$ cat src/rtl/core/htfd_pkg.sv
// ============================================================================
// htfd_pkg: shared types, constants and functions of the frame decoder
// Holds the CRC-8 byte step, the fixed-point scaling and the status codes.
// ============================================================================
package htfd_pkg;

   localparam int ByteWidth    = 8;
   localparam int RawWidth     = 16;
   localparam int TempWidth    = 15;
   localparam int HumWidth     = 14;
   localparam int StatusWidth  = 2;
   localparam int CsrIndexWidth = 2;
   localparam int CsrDataWidth = 15;
   localparam int RspDataWidth = 32;

   localparam logic [ByteWidth-1:0] CrcPoly = 8'h31;
   localparam logic [ByteWidth-1:0] CrcInit = 8'hFF;

   localparam int TempScale  = 17500;
   localparam int HumScale   = 10000;
   localparam int FullScale  = 65535;
   localparam int TempOffset = 4500;

   localparam logic signed [TempWidth-1:0] TempLowReset  = -15'sd2000;
   localparam logic signed [TempWidth-1:0] TempHighReset = 15'sd12500;
   localparam logic [HumWidth-1:0]         HumLowReset   = 14'd0;
   localparam logic [HumWidth-1:0]         HumHighReset  = 14'd10000;

   typedef enum logic [StatusWidth-1:0] {
      STATUS_UPDATED,
      STATUS_TEMP_CRC_BAD,
      STATUS_HUM_CRC_BAD,
      STATUS_OUT_OF_RANGE
   } status_type;

   typedef enum logic [CsrIndexWidth-1:0] {
      CSR_TEMP_LOW,
      CSR_TEMP_HIGH,
      CSR_HUM_LOW,
      CSR_HUM_HIGH
   } csr_index_type;

   typedef enum logic [2:0] {
      POS_TEMP_HIGH,
      POS_TEMP_LOW,
      POS_TEMP_CRC,
      POS_HUM_HIGH,
      POS_HUM_LOW,
      POS_HUM_CRC
   } pos_type;

   typedef struct packed {
      logic signed [TempWidth-1:0] temp_low;
      logic signed [TempWidth-1:0] temp_high;
      logic [HumWidth-1:0]         hum_low;
      logic [HumWidth-1:0]         hum_high;
   } limits_type;

   typedef struct packed {
      logic                        emit;
      logic signed [TempWidth-1:0] temperature_centi;
      logic [HumWidth-1:0]         humidity_centi;
      status_type                  frame_status;
   } result_type;

   // CRC-8, MSB first, one byte folded in.
   function automatic logic [ByteWidth-1:0] crc8_byte(input logic [ByteWidth-1:0] crc,
                                                      input logic [ByteWidth-1:0] data);
      logic [ByteWidth-1:0] c;
      c = crc ^ data;
      for (int i = 0; i < ByteWidth; i++) begin
         c = c[ByteWidth-1] ? ((c << 1) ^ CrcPoly) : (c << 1);
      end
      return c;
   endfunction

   // floor(17500*raw/65535) - 4500. The quotient by 65535 is taken as the
   // upper half of the product plus one correction step, since
   // x = q0*65535 + (q0 + lo) and that remainder stays below 2*65535.
   function automatic logic signed [TempWidth-1:0] scale_temp(input logic [RawWidth-1:0] raw);
      logic [30:0]          prod;
      logic [TempWidth-1:0] q0;
      logic [16:0]          rem;
      logic [TempWidth-1:0] q;
      prod = 31'(TempScale) * {15'd0, raw};
      q0   = prod[30:16];
      rem  = {1'b0, prod[15:0]} + {2'b0, q0};
      q    = q0 + TempWidth'(rem >= 17'(FullScale));
      return $signed(q - TempWidth'(TempOffset));
   endfunction

   // floor(10000*raw/65535), same correction scheme.
   function automatic logic [HumWidth-1:0] scale_hum(input logic [RawWidth-1:0] raw);
      logic [29:0]         prod;
      logic [HumWidth-1:0] q0;
      logic [16:0]         rem;
      prod = 30'(HumScale) * {14'd0, raw};
      q0   = prod[29:16];
      rem  = {1'b0, prod[15:0]} + {3'b0, q0};
      return q0 + HumWidth'(rem >= 17'(FullScale));
   endfunction

endpackage

$ cat src/rtl/core/htfd_csr.sv
// ============================================================================
// htfd_csr: limit registers
// Four write-only limit registers loaded from the configuration channel.
// ============================================================================
module htfd_csr (
   input  logic                                 clock,
   input  logic                                 reset,
   input  logic                                 wr_en,
   input  logic [htfd_pkg::CsrIndexWidth-1:0]   wr_index,
   input  logic [htfd_pkg::CsrDataWidth-1:0]    wr_data,
   output htfd_pkg::limits_type                 limits
);

   htfd_pkg::limits_type limits_ff;
   htfd_pkg::limits_type limits_in;

   always_comb begin
      limits_in = limits_ff;
      if (wr_en) begin
         unique case (htfd_pkg::csr_index_type'(wr_index))
            htfd_pkg::CSR_TEMP_LOW:  limits_in.temp_low  = $signed(wr_data);
            htfd_pkg::CSR_TEMP_HIGH: limits_in.temp_high = $signed(wr_data);
            htfd_pkg::CSR_HUM_LOW:   limits_in.hum_low   = wr_data[htfd_pkg::HumWidth-1:0];
            htfd_pkg::CSR_HUM_HIGH:  limits_in.hum_high  = wr_data[htfd_pkg::HumWidth-1:0];
            default:                 limits_in = limits_ff;
         endcase
      end
   end

   always_ff @(posedge clock) begin
      if (reset) begin
         limits_ff.temp_low  <= htfd_pkg::TempLowReset;
         limits_ff.temp_high <= htfd_pkg::TempHighReset;
         limits_ff.hum_low   <= htfd_pkg::HumLowReset;
         limits_ff.hum_high  <= htfd_pkg::HumHighReset;
      end else begin
         limits_ff <= limits_in;
      end
   end

   assign limits = limits_ff;

endmodule

$ cat src/rtl/core/htfd_core.sv
// ============================================================================
// htfd_core: frame tracking, CRC checking and conversion
// Consumes one registered byte per step and produces the frame result.
// ============================================================================
module htfd_core (
   input  logic                             clock,
   input  logic                             reset,
   input  logic                             step,
   input  logic [htfd_pkg::ByteWidth-1:0]   data_byte,
   input  logic                             frame_start,
   input  htfd_pkg::limits_type             limits,
   output htfd_pkg::result_type             result
);

   htfd_pkg::pos_type                     pos_ff, pos_in, pos;
   logic [htfd_pkg::ByteWidth-1:0]        crc_ff, crc_in;
   logic [htfd_pkg::RawWidth-1:0]         temp_raw_ff, temp_raw_in;
   logic [htfd_pkg::RawWidth-1:0]         hum_raw_ff, hum_raw_in;
   logic                                  temp_ok_ff, temp_ok_in;
   logic signed [htfd_pkg::TempWidth-1:0] held_temp_ff, held_temp_in;
   logic [htfd_pkg::HumWidth-1:0]         held_hum_ff, held_hum_in;
   logic signed [htfd_pkg::TempWidth-1:0] temp_scaled;
   logic [htfd_pkg::HumWidth-1:0]         hum_scaled;
   logic                                  hum_crc_ok;
   logic                                  out_of_range;
   htfd_pkg::status_type                  status;

   // Frame position: a start flag forces byte zero, otherwise the count
   // advances and wraps after the humidity check byte.
   always_comb begin
      pos = (frame_start || pos_ff > htfd_pkg::POS_HUM_CRC) ? htfd_pkg::POS_TEMP_HIGH : pos_ff;
      unique case (pos)
         htfd_pkg::POS_TEMP_HIGH: pos_in = htfd_pkg::POS_TEMP_LOW;
         htfd_pkg::POS_TEMP_LOW:  pos_in = htfd_pkg::POS_TEMP_CRC;
         htfd_pkg::POS_TEMP_CRC:  pos_in = htfd_pkg::POS_HUM_HIGH;
         htfd_pkg::POS_HUM_HIGH:  pos_in = htfd_pkg::POS_HUM_LOW;
         htfd_pkg::POS_HUM_LOW:   pos_in = htfd_pkg::POS_HUM_CRC;
         htfd_pkg::POS_HUM_CRC:   pos_in = htfd_pkg::POS_TEMP_HIGH;
         default:                 pos_in = htfd_pkg::POS_TEMP_HIGH;
      endcase
   end

   always_comb begin
      temp_scaled  = htfd_pkg::scale_temp(temp_raw_ff);
      hum_scaled   = htfd_pkg::scale_hum(hum_raw_ff);
      hum_crc_ok   = (crc_ff == data_byte);
      out_of_range = (temp_scaled < limits.temp_low) || (temp_scaled > limits.temp_high) ||
                     (hum_scaled < limits.hum_low) || (hum_scaled > limits.hum_high);

      crc_in       = crc_ff;
      temp_raw_in  = temp_raw_ff;
      hum_raw_in   = hum_raw_ff;
      temp_ok_in   = temp_ok_ff;
      held_temp_in = held_temp_ff;
      held_hum_in  = held_hum_ff;
      status       = htfd_pkg::STATUS_UPDATED;
      result.emit  = 1'b0;

      unique case (pos)
         htfd_pkg::POS_TEMP_HIGH: begin
            crc_in      = htfd_pkg::crc8_byte(htfd_pkg::CrcInit, data_byte);
            temp_raw_in = {data_byte, temp_raw_ff[7:0]};
         end
         htfd_pkg::POS_TEMP_LOW: begin
            crc_in      = htfd_pkg::crc8_byte(crc_ff, data_byte);
            temp_raw_in = {temp_raw_ff[15:8], data_byte};
         end
         htfd_pkg::POS_TEMP_CRC: begin
            temp_ok_in = (crc_ff == data_byte);
            crc_in     = htfd_pkg::CrcInit;
         end
         htfd_pkg::POS_HUM_HIGH: begin
            crc_in     = htfd_pkg::crc8_byte(htfd_pkg::CrcInit, data_byte);
            hum_raw_in = {data_byte, hum_raw_ff[7:0]};
         end
         htfd_pkg::POS_HUM_LOW: begin
            crc_in     = htfd_pkg::crc8_byte(crc_ff, data_byte);
            hum_raw_in = {hum_raw_ff[15:8], data_byte};
         end
         htfd_pkg::POS_HUM_CRC: begin
            crc_in      = htfd_pkg::CrcInit;
            result.emit = 1'b1;
            // The temperature check wins when both words are corrupt.
            priority if (!temp_ok_ff) begin
               status = htfd_pkg::STATUS_TEMP_CRC_BAD;
            end else if (!hum_crc_ok) begin
               status = htfd_pkg::STATUS_HUM_CRC_BAD;
            end else if (out_of_range) begin
               status = htfd_pkg::STATUS_OUT_OF_RANGE;
            end else begin
               status       = htfd_pkg::STATUS_UPDATED;
               held_temp_in = temp_scaled;
               held_hum_in  = hum_scaled;
            end
         end
         default: begin
            crc_in = crc_ff;
         end
      endcase

      result.temperature_centi = held_temp_in;
      result.humidity_centi    = held_hum_in;
      result.frame_status      = status;
   end

   always_ff @(posedge clock) begin
      if (reset) begin
         pos_ff       <= htfd_pkg::POS_TEMP_HIGH;
         crc_ff       <= htfd_pkg::CrcInit;
         temp_raw_ff  <= '0;
         hum_raw_ff   <= '0;
         temp_ok_ff   <= 1'b0;
         held_temp_ff <= '0;
         held_hum_ff  <= '0;
      end else if (step) begin
         pos_ff       <= pos_in;
         crc_ff       <= crc_in;
         temp_raw_ff  <= temp_raw_in;
         hum_raw_ff   <= hum_raw_in;
         temp_ok_ff   <= temp_ok_in;
         held_temp_ff <= held_temp_in;
         held_hum_ff  <= held_hum_in;
      end
   end

endmodule

$ cat src/rtl/core/humidity_temp_frame_decoder.sv
// ============================================================================
// humidity_temp_frame_decoder: sensor measurement frame decoder
// Checks the two CRC-8 words of a six-byte frame and converts the readings.
// ============================================================================
// The req channel carries one frame byte per beat in req_tdata; req_tuser set
// marks the beat as the first byte of a frame and resynchronizes the byte
// counter. The frame order is temperature high, low, CRC, then humidity high,
// low, CRC. Only the sixth byte produces an rsp beat; it carries the held
// temperature and humidity (updated only when both CRCs match and both values
// lie within the limits) and a status code.
// The csr channel writes the four limit registers; it is always ready and
// should only be used while no frame is in flight.
// Each accepted beat is registered, processed in one pass of combinational
// logic (CRC byte step, constant multiply and reciprocal correction, limit
// compares) and the result lands in the output register. The rsp beat for a
// sixth byte passes from the input register to the output register as soon as
// the output register is free or being emptied. One byte is accepted
// every cycle while the receiver keeps up.
// When rsp_tready is low the result register holds its beat; the input
// register still takes one more byte, and req_tready falls only when both
// registers are full. Reset empties both registers and returns the frame
// position, CRC and held readings to their initial values and the limits to
// their defaults.
module humidity_temp_frame_decoder (
   input  logic                                 clock,
   input  logic                                 reset,
   // Input beats.
   input  logic                                 req_tvalid,
   output logic                                 req_tready,
   input  logic [htfd_pkg::ByteWidth-1:0]       req_tdata,   // [7:0] data_byte
   input  logic                                 req_tuser,   // [0] frame_start
   // Result beats.
   output logic                                 rsp_tvalid,
   input  logic                                 rsp_tready,
   // [14:0] temperature_centi, [28:15] humidity_centi, [30:29] frame_status,
   // [31] zero
   output logic [htfd_pkg::RspDataWidth-1:0]    rsp_tdata,
   // Limit register writes.
   input  logic                                 csr_valid,
   output logic                                 csr_ready,
   input  logic [htfd_pkg::CsrIndexWidth-1:0]   csr_index,
   input  logic [htfd_pkg::CsrDataWidth-1:0]    csr_data
);

   localparam int PadWidth = htfd_pkg::RspDataWidth - htfd_pkg::TempWidth -
                             htfd_pkg::HumWidth - htfd_pkg::StatusWidth;

   logic                              in_valid_ff, in_valid_in;
   logic [htfd_pkg::ByteWidth-1:0]    in_byte_ff;
   logic                              in_start_ff;
   logic                              rsp_valid_ff, rsp_valid_in;
   logic [htfd_pkg::RspDataWidth-1:0] rsp_data_ff;
   logic                              req_accept;
   logic                              advance;
   htfd_pkg::limits_type              limits;
   htfd_pkg::result_type              result;

   // The input stage moves on whenever the output register is free or being
   // emptied in this cycle.
   assign advance    = in_valid_ff && (!rsp_valid_ff || rsp_tready);
   assign req_tready = !in_valid_ff || advance;
   assign req_accept = req_tvalid && req_tready;
   assign csr_ready  = 1'b1;

   htfd_csr u_csr (
      .clock    (clock),
      .reset    (reset),
      .wr_en    (csr_valid),
      .wr_index (csr_index),
      .wr_data  (csr_data),
      .limits   (limits)
   );

   htfd_core u_core (
      .clock       (clock),
      .reset       (reset),
      .step        (advance),
      .data_byte   (in_byte_ff),
      .frame_start (in_start_ff),
      .limits      (limits),
      .result      (result)
   );

   always_comb begin
      if (req_accept) begin
         in_valid_in = 1'b1;
      end else if (advance) begin
         in_valid_in = 1'b0;
      end else begin
         in_valid_in = in_valid_ff;
      end

      if (advance) begin
         rsp_valid_in = result.emit;
      end else if (rsp_tready) begin
         rsp_valid_in = 1'b0;
      end else begin
         rsp_valid_in = rsp_valid_ff;
      end
   end

   always_ff @(posedge clock) begin
      if (reset) begin
         in_valid_ff  <= 1'b0;
         rsp_valid_ff <= 1'b0;
      end else begin
         in_valid_ff  <= in_valid_in;
         rsp_valid_ff <= rsp_valid_in;
      end
   end

   always_ff @(posedge clock) begin
      if (req_accept) begin
         in_byte_ff  <= req_tdata;
         in_start_ff <= req_tuser;
      end
      if (advance && result.emit) begin
         rsp_data_ff <= {{PadWidth{1'b0}}, result.frame_status, result.humidity_centi,
                         result.temperature_centi};
      end
   end

   assign rsp_tvalid = rsp_valid_ff;
   assign rsp_tdata  = rsp_data_ff;

endmodule

$ cat config.mk
export PLATFORM = sky130hd
export DESIGN_NAME = humidity_temp_frame_decoder
export DESIGN_NICKNAME = d
export VERILOG_FILES = /design/src/rtl/core/htfd_pkg.sv /design/src/rtl/core/htfd_csr.sv /design/src/rtl/core/htfd_core.sv /design/src/rtl/core/humidity_temp_frame_decoder.sv
export SDC_FILE = /design/constraint.sdc
export NUM_CORES = 1
export LEC_CHECK = 0
export BUFFER_PORTS_ARGS = -buffer_cell sky130_fd_sc_hd__buf_2
export CAP_MARGIN = 15
export CORE_ASPECT_RATIO = 2
export CORE_MARGIN = 1.5
export CORE_UTILIZATION = 30
export CTS_BUF_LIST = sky130_fd_sc_hd__clkbuf_8 sky130_fd_sc_hd__clkbuf_16
export CTS_CLUSTER_SIZE = 28
export DETAILED_ROUTE_END_ITERATION = 7
export SYNTH_ARGS = -nofsm -noshare
export SYNTH_HDL_FRONTEND = slang
export SYNTH_SLANG_ARGS = --single-unit
$ cat constraint.sdc
create_clock -name clock -period 28.6 [get_ports clock]
set_clock_uncertainty 0.05 [all_clocks]
set_input_delay 5.72 -clock clock [delete_from_list [all_inputs] [get_ports clock]]
set_output_delay 5.72 -clock clock [all_outputs]
set_load 0.01 [all_outputs]
Yosys cells after proc, flatten, opt, wreduce, memory -nomap -nowiden
Index checks and enable logic that the tools add are counted.

Register bits after elaboration: 173. Input bits: 31. Output and inout port bits: 35. Logic and storage cells: 132.

Add/subtract/negate cells: 5. $mul: 2. $lt $le $gt $ge: 7. Equal/unequal tests: 9. Muxes and demuxes: 37. Bitwise logic cells: 22. Reductions and logical operators: 30.

Operators with widths (count): 6-bit 2-to-1 mux (16); 16-bit case mux with 2 select lines (2); 15-bit 2-to-1 mux (4); 14-bit 2-to-1 mux (4); 3-bit inverter (16); 17-bit by 16-bit greater-or-equal comparator with 1-bit output (second input constant) (2); 13-bit by 16-bit multiplier with 29-bit output (first input constant) (1); 10-bit by 16-bit multiplier with 26-bit output (first input constant) (1); 8-bit case mux with 3 select lines (1); 16-bit by 14-bit adder with 17-bit output (1); 16-bit by 15-bit adder with 17-bit output (1); 15-bit by 1-bit adder with 15-bit output (1); 15-bit greater-than comparator (1); 15-bit less-than comparator (1); 3-bit case mux with 5 select lines (1); 15-bit by 13-bit subtractor with 15-bit output (second input constant) (1); 14-bit by 1-bit adder with 14-bit output (1); 14-bit greater-than comparator (1); 14-bit less-than comparator (1); 2-bit AND reduction (7); 3-bit AND reduction (4); 8-bit equality test (1); 8-bit inverter (1); 8-bit XOR (1); 18 further kinds (41).

Depth between registers and ports, before layout
Gate-level depths: netlist (run 1).

Depth after elaboration: 18. Depth in mapped cells: 51. Mapped depth without buffers: 48.

Cells and area by module
From an unflattened synthesis (run 1), not the netlist that was laid out.

Cells, all modules: 1796. Area, all modules: 16230.6 µm².

By module, submodules not included: htfd_core (instances 1, cells each 1516, area an instance 12560.8 µm², sequential area each 1461.4 µm²); htfd_csr (instances 1, cells each 225, area an instance 2343.5 µm², sequential area each 1161.1 µm²); humidity_temp_frame_decoder (instances 1, cells each 55, area an instance 1326.3 µm², sequential area each 1241.2 µm²).

Least setup slack after synthesis (run 1)
Ideal clock, no wire load.

Path kind: in2out. From: input rsp_tready. To: output req_tready. Arrival: 5.928 ns. Data required time: 22.830 ns. Setup slack: 16.902 ns. Stages: 1. Path buffers: 0. Cell sequence: nand3b_1.

Cells in the longest elaborated chain, start to end: 3.

Ends and longest elaborated chain: from (decl) (RTL line humidity_temp_frame_decoder.sv:34) `input logic rsp_tready,`; 1-bit logical OR (RTL line humidity_temp_frame_decoder.sv:60) `assign advance = in_valid_ff && (!rsp_valid_ff || rsp_tready);`; 1-bit logical AND (RTL line humidity_temp_frame_decoder.sv:60); 1-bit logical OR (RTL line humidity_temp_frame_decoder.sv:61) `assign req_tready = !in_valid_ff || advance;`; to (decl) (RTL line humidity_temp_frame_decoder.sv:29) `output logic req_tready,`.

Every way passes these cells.

Worst setup path after layout (run 1)
From: register u_core.hum_raw_ff[6] (netlist name). To: register u_core.held_temp_ff[13] (netlist name).

Cells in the longest elaborated chain, start to end: 11. Elaborated cells between the ends (all ways): 12. Classes of those cells: add/sub (2); mul (1); order compare (3); mux (4); reduce/logical (2).

Ends and longest elaborated chain: from (decl) (RTL line htfd_core.sv:18) `logic [htfd_pkg::RawWidth-1:0] hum_raw_ff, hum_raw_in;`; from (signal assigned) (RTL line htfd_core.sv:119) `hum_raw_ff <= hum_raw_in;`; 10-bit by 16-bit multiplier with 26-bit output * (RTL line htfd_pkg.sv:97) `prod = 30'(HumScale) * {14'd0, raw};`; 16-bit by 14-bit adder with 17-bit output (RTL line htfd_pkg.sv:99) `rem = {1'b0, prod[15:0]} + {3'b0, q0};`; 17-bit by 16-bit greater-or-equal comparator with 1-bit output (RTL line htfd_pkg.sv:100) `return q0 + HumWidth'(rem >= 17'(FullScale));`; 14-bit by 1-bit adder with 14-bit output * (RTL line htfd_pkg.sv:100); 14-bit less-than comparator (RTL line htfd_core.sv:48) `(hum_scaled < limits.hum_low) || (hum_scaled > limits.hum_high);`; 1-bit logical OR (RTL line htfd_core.sv:47) `out_of_range = (temp_scaled < limits.temp_low) || (temp_scaled > limits.temp_high) ||`; 1-bit logical OR * (RTL line htfd_core.sv:48); 15-bit 2-to-1 mux * (RTL line htfd_core.sv:88) `end else if (out_of_range) begin`; 15-bit 2-to-1 mux * (RTL line htfd_core.sv:86) `end else if (!hum_crc_ok) begin`; 15-bit 2-to-1 mux * (RTL line htfd_core.sv:84) `priority if (!temp_ok_ff) begin`; 15-bit 2-to-1 mux * (RTL line htfd_core.sv:59) `unique case (pos)`; to (signal assigned) (RTL line htfd_core.sv:121) `held_temp_ff <= held_temp_in;`; to (decl) (RTL line htfd_core.sv:20) `logic signed [htfd_pkg::TempWidth-1:0] held_temp_ff, held_temp_in;`.

Every way passes the cells marked *; elsewhere a longest branch is shown, timed or not. A chain may end at the register's enable or synchronous reset.

==> Implementation_results.wiki, run 1 <==
{| class="wikitable"
! Metric !! Value
|-
| Layout cell share with drive strength beyond 1 || 0.0732
|-
| Worst hold start || u_core.held_temp_ff[8]$_SDFFE_PP0P_
|-
| Arithmetic-cell share of the synthesized area counting full adders, half adders and majority gates || 0.294
|-
| Layout-stage area growth over the synthesis result || 9.17%
|-
| Unrepaired setup endpoints after global routing || false
|-
| Synthesized area || 0.0162 mm²
|-
| Max cap viols || 0
|-
| Detailed router's first-iteration violation count || 780
|-
| Hold Fails Final Rpt || 0
|-
| Seq cells post-synth || 173
|-
| Initial Utilization || 0.304
|-
| Max clock buf depth || 2
|-
| CP max stage delay || 730 ps
|-
| Initial antenna violation count || 0
|-
| Post-Synthesis Cells || 1,892
|-
| PD cells || 38.0 mW/mm²
|-
| Placement Setup Slack || 15,910 ps
|-
| Critical-path top delay cell || sky130_fd_sc_hd__nor2_4
|-
| Remaining number of nets flagged by the antenna check after routing || 0
|-
| Launch point of the worst reg-to-reg path || u_core.hum_raw_ff[6]$_SDFFE_PP0P_
|-
| Total GRT Usage || 0.164
|-
| Total wirelength of the detailed-routed design || 45,300 µm
|-
| Fraction of synthesized area in multiplexers || 0.0333
|-
| Sequential-to-total area share from yosys stat || 0.238
|-
| Warning count from the yosys run || 0
|-
| Number of buffers inserted by post-CTS setup repair || 0
|-
| Top-Level Pins || 66
|-
| Number of levels the H-tree was split into || 4
|-
| Final worst-path cycle share || 0.448
|-
| Setup TNS after final layout || 0 ps
|-
| Clk_lat worst skew || 450 ps
|-
| Height of the die || 332 µm
|-
| Number of synthesized flops with an enable pin || 40
|-
| Row Count || 120
|-
| Maximum number of pins on one net before global-route repair || 65
|-
| Area of all placed cells without fillers || 0.0177 mm²
|-
| Inserted Clock Buffers || 17
|-
| TritonCTS clock tree || done
|-
| Clk slew on worst S/H paths || 70 ps
|-
| Final nets || 2,278
|-
| Combinational family with the most area after synthesis || adder cells
|-
| Highest ir drop seen on vdd || 37.0 µV
|-
| HPWL reported at the end of detailed placement || 37,900 µm
|-
| Crit path capture type || flip-flop
|-
| Slew Viols, Final || 0
|-
| Leakage dissipation || 8.51 nW
|-
| Startpoint class of the critical path || flip-flop
|-
| Smallest setup slack after layout || 15,790 ps
|-
| Max Fanout on Critical Path || 36
|-
| Required @ worst endpoint || 28,910 ps
|-
| RePlAce Congestion || 0.925
|-
| Post-Synth Simple-Gate Area || 0.139
|-
| Core footprint || 0.0535 mm²
|-
| Post-detailed-route via-to-cell ratio || 5.07
|-
| Maximum clock frequency || 78.1 MHz
|-
| Number of global-route vias before repair || 13,500
|-
| Minimum clock period after layout || 12,810 ps
|-
| Global route total overflow || 0
|-
| Via count || 13,200
|-
| Run status || completed
|-
| Clock Sinks || 173
|-
| Max_slew headroom || 0.254
|-
| Hold-fix buffer count after cts || 0
|-
| Post-synthesis cell type count || 90
|-
| Final number of setup-violating endpoints || 0
|-
| Hold Crit Class || flip-flop to flip-flop
|-
| Compound-gate portion of the synthesized area || 0.151
|-
| Number of antenna diodes || 0
|-
| Placed cell areas || 0.0172 mm²
|-
| Synthesized net count || 2,256
|-
| Die W || 168 µm
|-
| Start point of the critical path || u_core.hum_raw_ff[6]$_SDFFE_PP0P_
|-
| Routed WL per cell || 17.4 µm
|-
| Arrival time of the worst setup path || 13,120 ps
|-
| Main synth FF type || sky130_fd_sc_hd__dfxtp_1
|-
| Detailed-route DRC error count || 0
|-
| Die outline area || 0.0556 mm²
|-
| Kind of critical path || flip-flop to flip-flop
|-
| Pre-Repair DR Iteration Count || 5
|-
| Syn_area_per_cell || 8.58 µm²
|-
| First-pass GRT wire length || 71,200 µm
|-
| Proportion of register bits with asynchronous set or reset after synthesis || 0
|-
| Number of resized instances in the post-cts repair step || 0
|-
| Buffers added on ports || 63
|-
| Synth Area in XOR/XNOR || 0.0525
|-
| Clock Tree Root || sky130_fd_sc_hd__clkbuf_16
|-
| Least-Margin Pin Slew || 1110 ps
|}
-- layout by cell type (no fill, tap or decap), types with 7 or more instances in the layout --
cell                          n
sky130_fd_sc_hd__nor2b_1     13
sky130_fd_sc_hd__xnor2_1     72
sky130_fd_sc_hd__mux2_2      16
sky130_fd_sc_hd__fa_1        82
sky130_fd_sc_hd__nand3_1     29
sky130_fd_sc_hd__nor3_1      18
sky130_fd_sc_hd__dfxtp_1    133
sky130_fd_sc_hd__and2_1       8
sky130_fd_sc_hd__a21oi_1    126
sky130_fd_sc_hd__mux2i_1     36
sky130_fd_sc_hd__a211oi_1    16
sky130_fd_sc_hd__o21ai_0     74
sky130_fd_sc_hd__nand4_1     17
sky130_fd_sc_hd__nand2b_1    12
sky130_fd_sc_hd__edfxtp_1    40
sky130_fd_sc_hd__buf_2       62
sky130_fd_sc_hd__o21a_1      17
sky130_fd_sc_hd__a21o_1      23
sky130_fd_sc_hd__and3_1      10
sky130_fd_sc_hd__or3_1        9
sky130_fd_sc_hd__o211ai_1    28
sky130_fd_sc_hd__ha_1       251
sky130_fd_sc_hd__nor2_1     100
sky130_fd_sc_hd__nand2_1    207
sky130_fd_sc_hd__a211o_1      7
sky130_fd_sc_hd__inv_1      323
sky130_fd_sc_hd__clkbuf_16   17
sky130_fd_sc_hd__nor4_1       9
sky130_fd_sc_hd__xor2_1      21
-- report_power, final --
| group | internal, mW | leakage, nW | switching (mW) |
|---|---|---|---|
| Clock | 0.116 | 0.290 | 0.113 |
| Sequential | 0.255 | 1.39 | 0.00895 |
| Combinational | 0.0699 | 6.83 | 0.109 |
-- through the flow --
step                cells  hold slack, ps  power [mW]   util
global placement     2566             386       0.445  0.321
finish               2598             405       0.673  0.332
floorplan            1892             378       0.400      -
global route         2598             419       0.708  0.332
detailed placement   2566             395       0.448  0.321
CTS                  2598             404       0.678  0.332
-- cell type report --
cell class                 instances  area (µm²)
fill                            5513       35700
clock buffer                      17         425
tap                              671         840
sequential                       173        3860
timing repair buffer              68         355
multi-input combinational       1331       10900
clock inverter                    15         146
inverter                         323        1210
-- Yosys cell counts, drive strengths merged (6+ instances only) --
library cell,instances,share of area
nand2b,12,0.0046
clkbuf,47,0.011
and3,10,0.0039
nand4,17,0.0065
a211oi,18,0.0089
mux2i,36,0.022
nor3,18,0.0055
a21oi,129,0.041
nor2b,14,0.0055
inv,322,0.074
fa,82,0.10
dfxtp,133,0.16
xor2,21,0.011
ha,251,0.19
buf,18,0.0065
and4,6,0.0032
edfxtp,40,0.074
and2,10,0.0040
or3,11,0.0049
nand2,207,0.048
a21o,23,0.011
o21a,17,0.0079
mux2,16,0.011
xnor2,73,0.040
a211o,7,0.0038
nor2,101,0.024
nand3,29,0.0089
nor4,9,0.0035
a31oi,6,0.0023
o31ai,8,0.0049
o21ai,76,0.023
o211ai,28,0.013
-- sequential cells by signal, summed over array words and instances (netlist names) --
| register | count |
|---|---|
| rsp_tdata | 31 |
| u_core.held_hum_ff | 14 |
| u_core.held_temp_ff | 15 |
| u_core.temp_raw_ff | 16 |
| in_byte_ff | 8 |
| in_valid_ff | 1 |
| u_core.pos_ff | 3 |
| u_csr.limits | 58 |
| u_core.crc_ff | 8 |
| rsp_tvalid | 1 |
| in_start_ff | 1 |
| u_core.temp_ok_ff | 1 |
| u_core.hum_raw_ff | 16 |
-- layer usage --
| metal | share of wire | wire length, µm | GRT usage | up-vias |
|---|---|---|---|---|
| li1 | - | - | - | 6447 |
| met1 | 0.36 | 16400 | 0.156 | 6269 |
| met2 | 0.53 | 23900 | 0.314 | 312 |
| met3 | 0.025 | 1130 | 0.0166 | 132 |
| met4 | 0.086 | 3890 | 0.134 | 0 |
| met5 | 0 | 0 | 0 | - |
-- critical path, delay by kind of cell (launching register included) --
| family | cells | cell delay, ps |
|---|---|---|
| DFF | 1 | 600 |
| and+or+nand+nor | 13 | 3530 |
| adders and majority gates | 9 | 3540 |
| buffers and inverters | 5 | 310 |
| AOI/OAI and AO/OA | 17 | 4660 |
-- kinds of logic after synthesis --
kind of cell,after synthesis
flip-flops,173
adder cells (fa/ha/maj),333
AO/OA/AOI/OAI,372
buffers and inverters,388
other,2
AND/OR/NAND/NOR,477
XOR/XNOR,95
multiplexers,52
-- worst paths after layout --
| path | to | slack (ps) | cells past startpoint |
|---|---|---|---|
| hold reg to reg | u_core.held_temp_ff[8]$_SDFFE_PP0P_ | 400 | 2 |
| setup reg to reg | u_core.held_temp_ff[13]$_SDFFE_PP0P_ | 15790 | 44 |
| setup / recovery | u_core.held_temp_ff[13]$_SDFFE_PP0P_ | 15790 | 44 |
| hold / removal | u_core.held_temp_ff[8]$_SDFFE_PP0P_ | 400 | 2 |
Note: power is estimated with default switching activity, not from simulation.
==> inputs of run 2 (changes only) <==
ABC_AREA = 1   (was unset)
clock period = 11.3 ns   (was 28.6 ns; I/O delays follow)
==> Implementation_results.wiki, run 2 <==
{| class="wikitable"
! Metric !! Value
|-
| Synthesized net count || 2,629 (+17%)
|-
| Number of resized instances in the post-cts repair step || 0 (unchanged)
|-
| Routed WL per cell || 16.4 µm (-6.1%)
|-
| Syn_area_per_cell || 7.42 µm² (-14%)
|-
| Placed cell areas || 0.0179 mm² (+4.6%)
|-
| Via count || 14,400 (+9.6%)
|-
| Fraction of post-synthesis cell area in the top cell type by area || 0.187 (-0.00652)
|-
| Pre-Repair DR Iteration Count || 5 (unchanged)
|-
| Fraction of synthesized area in multiplexers || 0 (-0.0333)
|-
| Row Count || 122 (+1.7%)
|-
| Global route total overflow || 0 (unchanged)
|-
| Synth Area in XOR/XNOR || 0.0425 (-0.0100)
|-
| Buffers added on ports || 63 (unchanged)
|-
| Maximum clock frequency || 98.7 MHz (+26%)
|-
| Layout-stage area growth over the synthesis result || 10.3%
|-
| Switching Share || 0.355 (+0.0104)
|-
| Height of the die || 338 µm (+1.7%)
|-
| TritonCTS clock tree || done
|-
| Clock Sinks || 173 (unchanged)
|-
| Post-Synth Simple-Gate Area || 0.200 (+0.0619)
|-
| Core footprint || 0.0554 mm² (+3.7%)
|-
| Worst setup slack for register-to-register paths || 1170 ps (-14,630 ps)
|-
| Leakage dissipation || 9.97 nW (+17%)
|-
| Clock Tree Root || sky130_fd_sc_hd__clkbuf_16
|-
| P_sw || 0.613 mW (+160%)
|-
| Clock Power Share || 0.351 (+0.010)
|-
| Max clock buf depth || 2 (unchanged)
|-
| Setup TNS after final layout || 0 ps (unchanged)
|-
| Hold Fails Final Rpt || 0 (unchanged)
|-
| Sequential-to-total area share from yosys stat || 0.230 (-0.00802)
|-
| Crit path capture type || flip-flop
|-
| Minimum clock period after layout || 10,130 ps (-2670 ps)
|-
| Max_slew headroom || 0.349 (+0.0950)
|-
| Arrival time of the worst setup path || 10,300 ps (-2820 ps)
|-
| Remaining number of nets flagged by the antenna check after routing || 0 (unchanged)
|-
| Run status || completed
|-
| Worst Hold Slack || 413 ps (+8.73 ps)
|-
| Total GRT Usage || 0.183 (+0.0191)
|-
| Number of synthesized flops with an enable pin || 40 (unchanged)
|-
| Clk_lat worst skew || 480 ps (+30 ps)
|-
| Most frequent cells after synthesis || 479 x sky130_fd_sc_hd__inv_1, 428 x sky130_fd_sc_hd__nand2_1, 251 x sky130_fd_sc_hd__ha_1, 181 x sky130_fd_sc_hd__a21oi_1, 137 x sky130_fd_sc_hd__nor2_1
|-
| Die outline area || 0.0575 mm² (+3.4%)
|-
| Main synth FF type || sky130_fd_sc_hd__dfxtp_1
|-
| Clk slew on worst S/H paths || 80 ps (about the same)
|-
| Detailed router's first-iteration violation count || 784 (+0.51%)
|-
| Seq cells post-synth || 173 (unchanged)
|-
| Maximum number of pins on one net before global-route repair || 62 (-4.6%)
|-
| Final nets || 2,676 (+17%)
|-
| Unrepaired setup endpoints after global routing || false
|-
| Filler Cells Inserted || 5,983 (+8.5%)
|-
| Total wirelength of the detailed-routed design || 50,300 µm (+11%)
|-
| Initial Utilization || 0.303 (-0.000516)
|-
| Least-Margin Pin Slew || 973 ps (-139 ps)
|-
| Area of all placed cells without fillers || 0.0185 mm² (+4.6%)
|-
| Top-Level Pins || 66 (unchanged)
|-
| Critical-path top delay cell || sky130_fd_sc_hd__dfxtp_1
|-
| Max cap viols || 0 (unchanged)
|-
| HPWL reported at the end of detailed placement || 42,000 µm (+11%)
|-
| Post-Synthesis Cells || 2,265 (+20%)
|-
| Final number of setup-violating endpoints || 0 (unchanged)
|-
| Die W || 170 µm (+1.7%)
|-
| Inserted Clock Buffers || 17 (unchanged)
|-
| Detailed-route DRC error count || 0 (unchanged)
|-
| Post-synthesis cell type count || 54 (-40%)
|-
| Startpoint class of the critical path || flip-flop
|-
| Number of antenna diodes || 0 (unchanged)
|-
| Internal power consumption || 1.12 mW (+150%)
|-
| Hold Crit Class || flip-flop to flip-flop
|-
| Combinational family with the most area after synthesis || adder cells
|-
| First-pass GRT wire length || 79,900 µm (+12%)
|-
| Number of global-route vias before repair || 15,000 (+11%)
|-
| Cell types with the largest area share after synthesis || sky130_fd_sc_hd__ha_1 19%, sky130_fd_sc_hd__dfxtp_1 16%, sky130_fd_sc_hd__inv_1 11%
|-
| Leading cell type in the layout, fill and taps excluded || sky130_fd_sc_hd__inv_1
|-
| Proportion of register bits with asynchronous set or reset after synthesis || 0 (unchanged)
|-
| Synthesized area || 0.0168 mm² (+3.5%)
|-
| RePlAce Congestion || 0.967 (+4.5%)
|-
| Final worst-path cycle share || 0.897 (+0.449)
|-
| Max reg flops || 58 (unchanged)
|-
| Number of levels the H-tree was split into || 4 (unchanged)
|-
| Layout cell share with drive strength beyond 1 || 0.0770 (+0.00382)
|-
| Initial antenna violation count || 0 (unchanged)
|-
| Arithmetic-cell share of the synthesized area counting full adders, half adders and majority gates || 0.285 (-0.00993)
|-
| CP max stage delay || 590 ps (-140 ps)
|-
| Hold-fix buffer count after cts || 0 (unchanged)
|-
| PD cells || 93.3 mW/mm² (+150%)
|-
| Required @ worst endpoint || 11,470 ps (-17,440 ps)
|-
| Most frequent cells in the layout || 478 x sky130_fd_sc_hd__inv_1, 428 x sky130_fd_sc_hd__nand2_1, 251 x sky130_fd_sc_hd__ha_1
|-
| Warning count from the yosys run || 0 (unchanged)
|-
| Most prevalent standard cell on the critical path || sky130_fd_sc_hd__nand2_1
|-
| Highest ir drop seen on vdd || 120 µV (+230%)
|-
| Number of buffers inserted by post-CTS setup repair || 0 (unchanged)
|-
| Count leader, synth || sky130_fd_sc_hd__inv_1
|-
| Slew Viols, Final || 0 (unchanged)
|-
| Max Fanout on Critical Path || 37 (+2.8%)
|-
| Kind of critical path || flip-flop to flip-flop
|-
| Comb power frac || 0.260 (-0.007)
|-
| Sequential share of power || 0.389 (-0.003)
|-
| Post-detailed-route via-to-cell ratio || 4.70 (-7.2%)
|-
| Post-synthesis cell type with the largest combined area || sky130_fd_sc_hd__ha_1
|-
| Compound-gate portion of the synthesized area || 0.122 (-0.0288)
|}
## run 2: cell types whose count changed in the layout (fill, tap and decap cells not counted), sizes merged, moves of 13 or more
cell	before	now
mux2	16	0
nor2b	14	0
mux2i	36	0
a21oi	129	184
nand3	29	106
nand2	207	455
a211oi	18	1
o211ai	28	15
xor2	21	46
xnor2	73	24
nor2	101	145
a21o	23	5
o21ai	76	143
inv	333	496
## run 2: worst max-delay path, delay by kind of cell, from the launching register on
family                     cells  cell delay (ps)
AOI/OAI and AO/OA              5             1490
adders and majority gates     11             3760
buffers and inverters         10              610
DFF                            1              590
and+or+nand+nor               32             3330
## run 2: final cells by class
type,instances,area [µm²],share of cell area
repair buffers,72,383,0.0206
clock buffers,18,450,0.0243
clock inverters,14,144,0.00776
multi-input cells,1560,10900,0.590
inverters,488,1830,0.0988
flip-flops and latches,173,3860,0.208
well taps,744,931,0.0502
## run 2: worst paths after layout
check	depth (start not counted)	to	from
setup / recovery	58	rsp_tdata[4]$_DFFE_PP_	u_core.temp_raw_ff[9]$_SDFFE_PP0P_
hold / removal	2	u_csr.limits[20]$_SDFFE_PP0P_	u_csr.limits[20]$_SDFFE_PP0P_
setup reg to reg	58	rsp_tdata[4]$_DFFE_PP_	u_core.temp_raw_ff[9]$_SDFFE_PP0P_
hold reg to reg	2	u_csr.limits[20]$_SDFFE_PP0P_	u_csr.limits[20]$_SDFFE_PP0P_
## run 2: logic make-up (layout without fill, tap and decap cells)
kind of cell / after synthesis / after routing
compound gates: 375 / 375
xor+xnor: 70 / 70
fa+ha+maj: 333 / 333
buf+inv: 532 / 592
flops: 173 / 173
other cells: 2 / 2
simple gates: 780 / 780
## run 2: power by group through the flow
| stage | clock, mW | sequential, mW | combinational (mW) |
|---|---|---|---|
| after floorplan | 0 | 0.681 | 0.315 |
| after global routing | 0.648 | 0.676 | 0.508 |
| final | 0.607 | 0.673 | 0.450 |
| after CTS | 0.626 | 0.673 | 0.451 |
| after detailed placement | 0 | 0.687 | 0.449 |
| after global placement | 0 | 0.687 | 0.447 |
## run 2: through the flow
step	worst slack (ps)	std cells	total power, mW	utilization
6_report	1170	3069	1.73	0.335
3_3_place_gp	1280	3037	1.13	0.324
2_1_floorplan	2870	2265	0.995	-
3_5_place_dp	1220	3037	1.14	0.324
4_1_cts	1210	3069	1.75	0.335
5_1_grt	352	3069	1.83	0.335
## run 2: routing by layer
| metal | vias to the layer above | GRT usage | wire [µm] |
|---|---|---|---|
| met5 | - | 0 | 0 |
| li1 | 7315 | - | - |
| met1 | 6692 | 0.171 | 17700 |
| met2 | 288 | 0.369 | 28300 |
| met4 | 0 | 0.117 | 3110 |
| met3 | 133 | 0.0210 | 1120 |
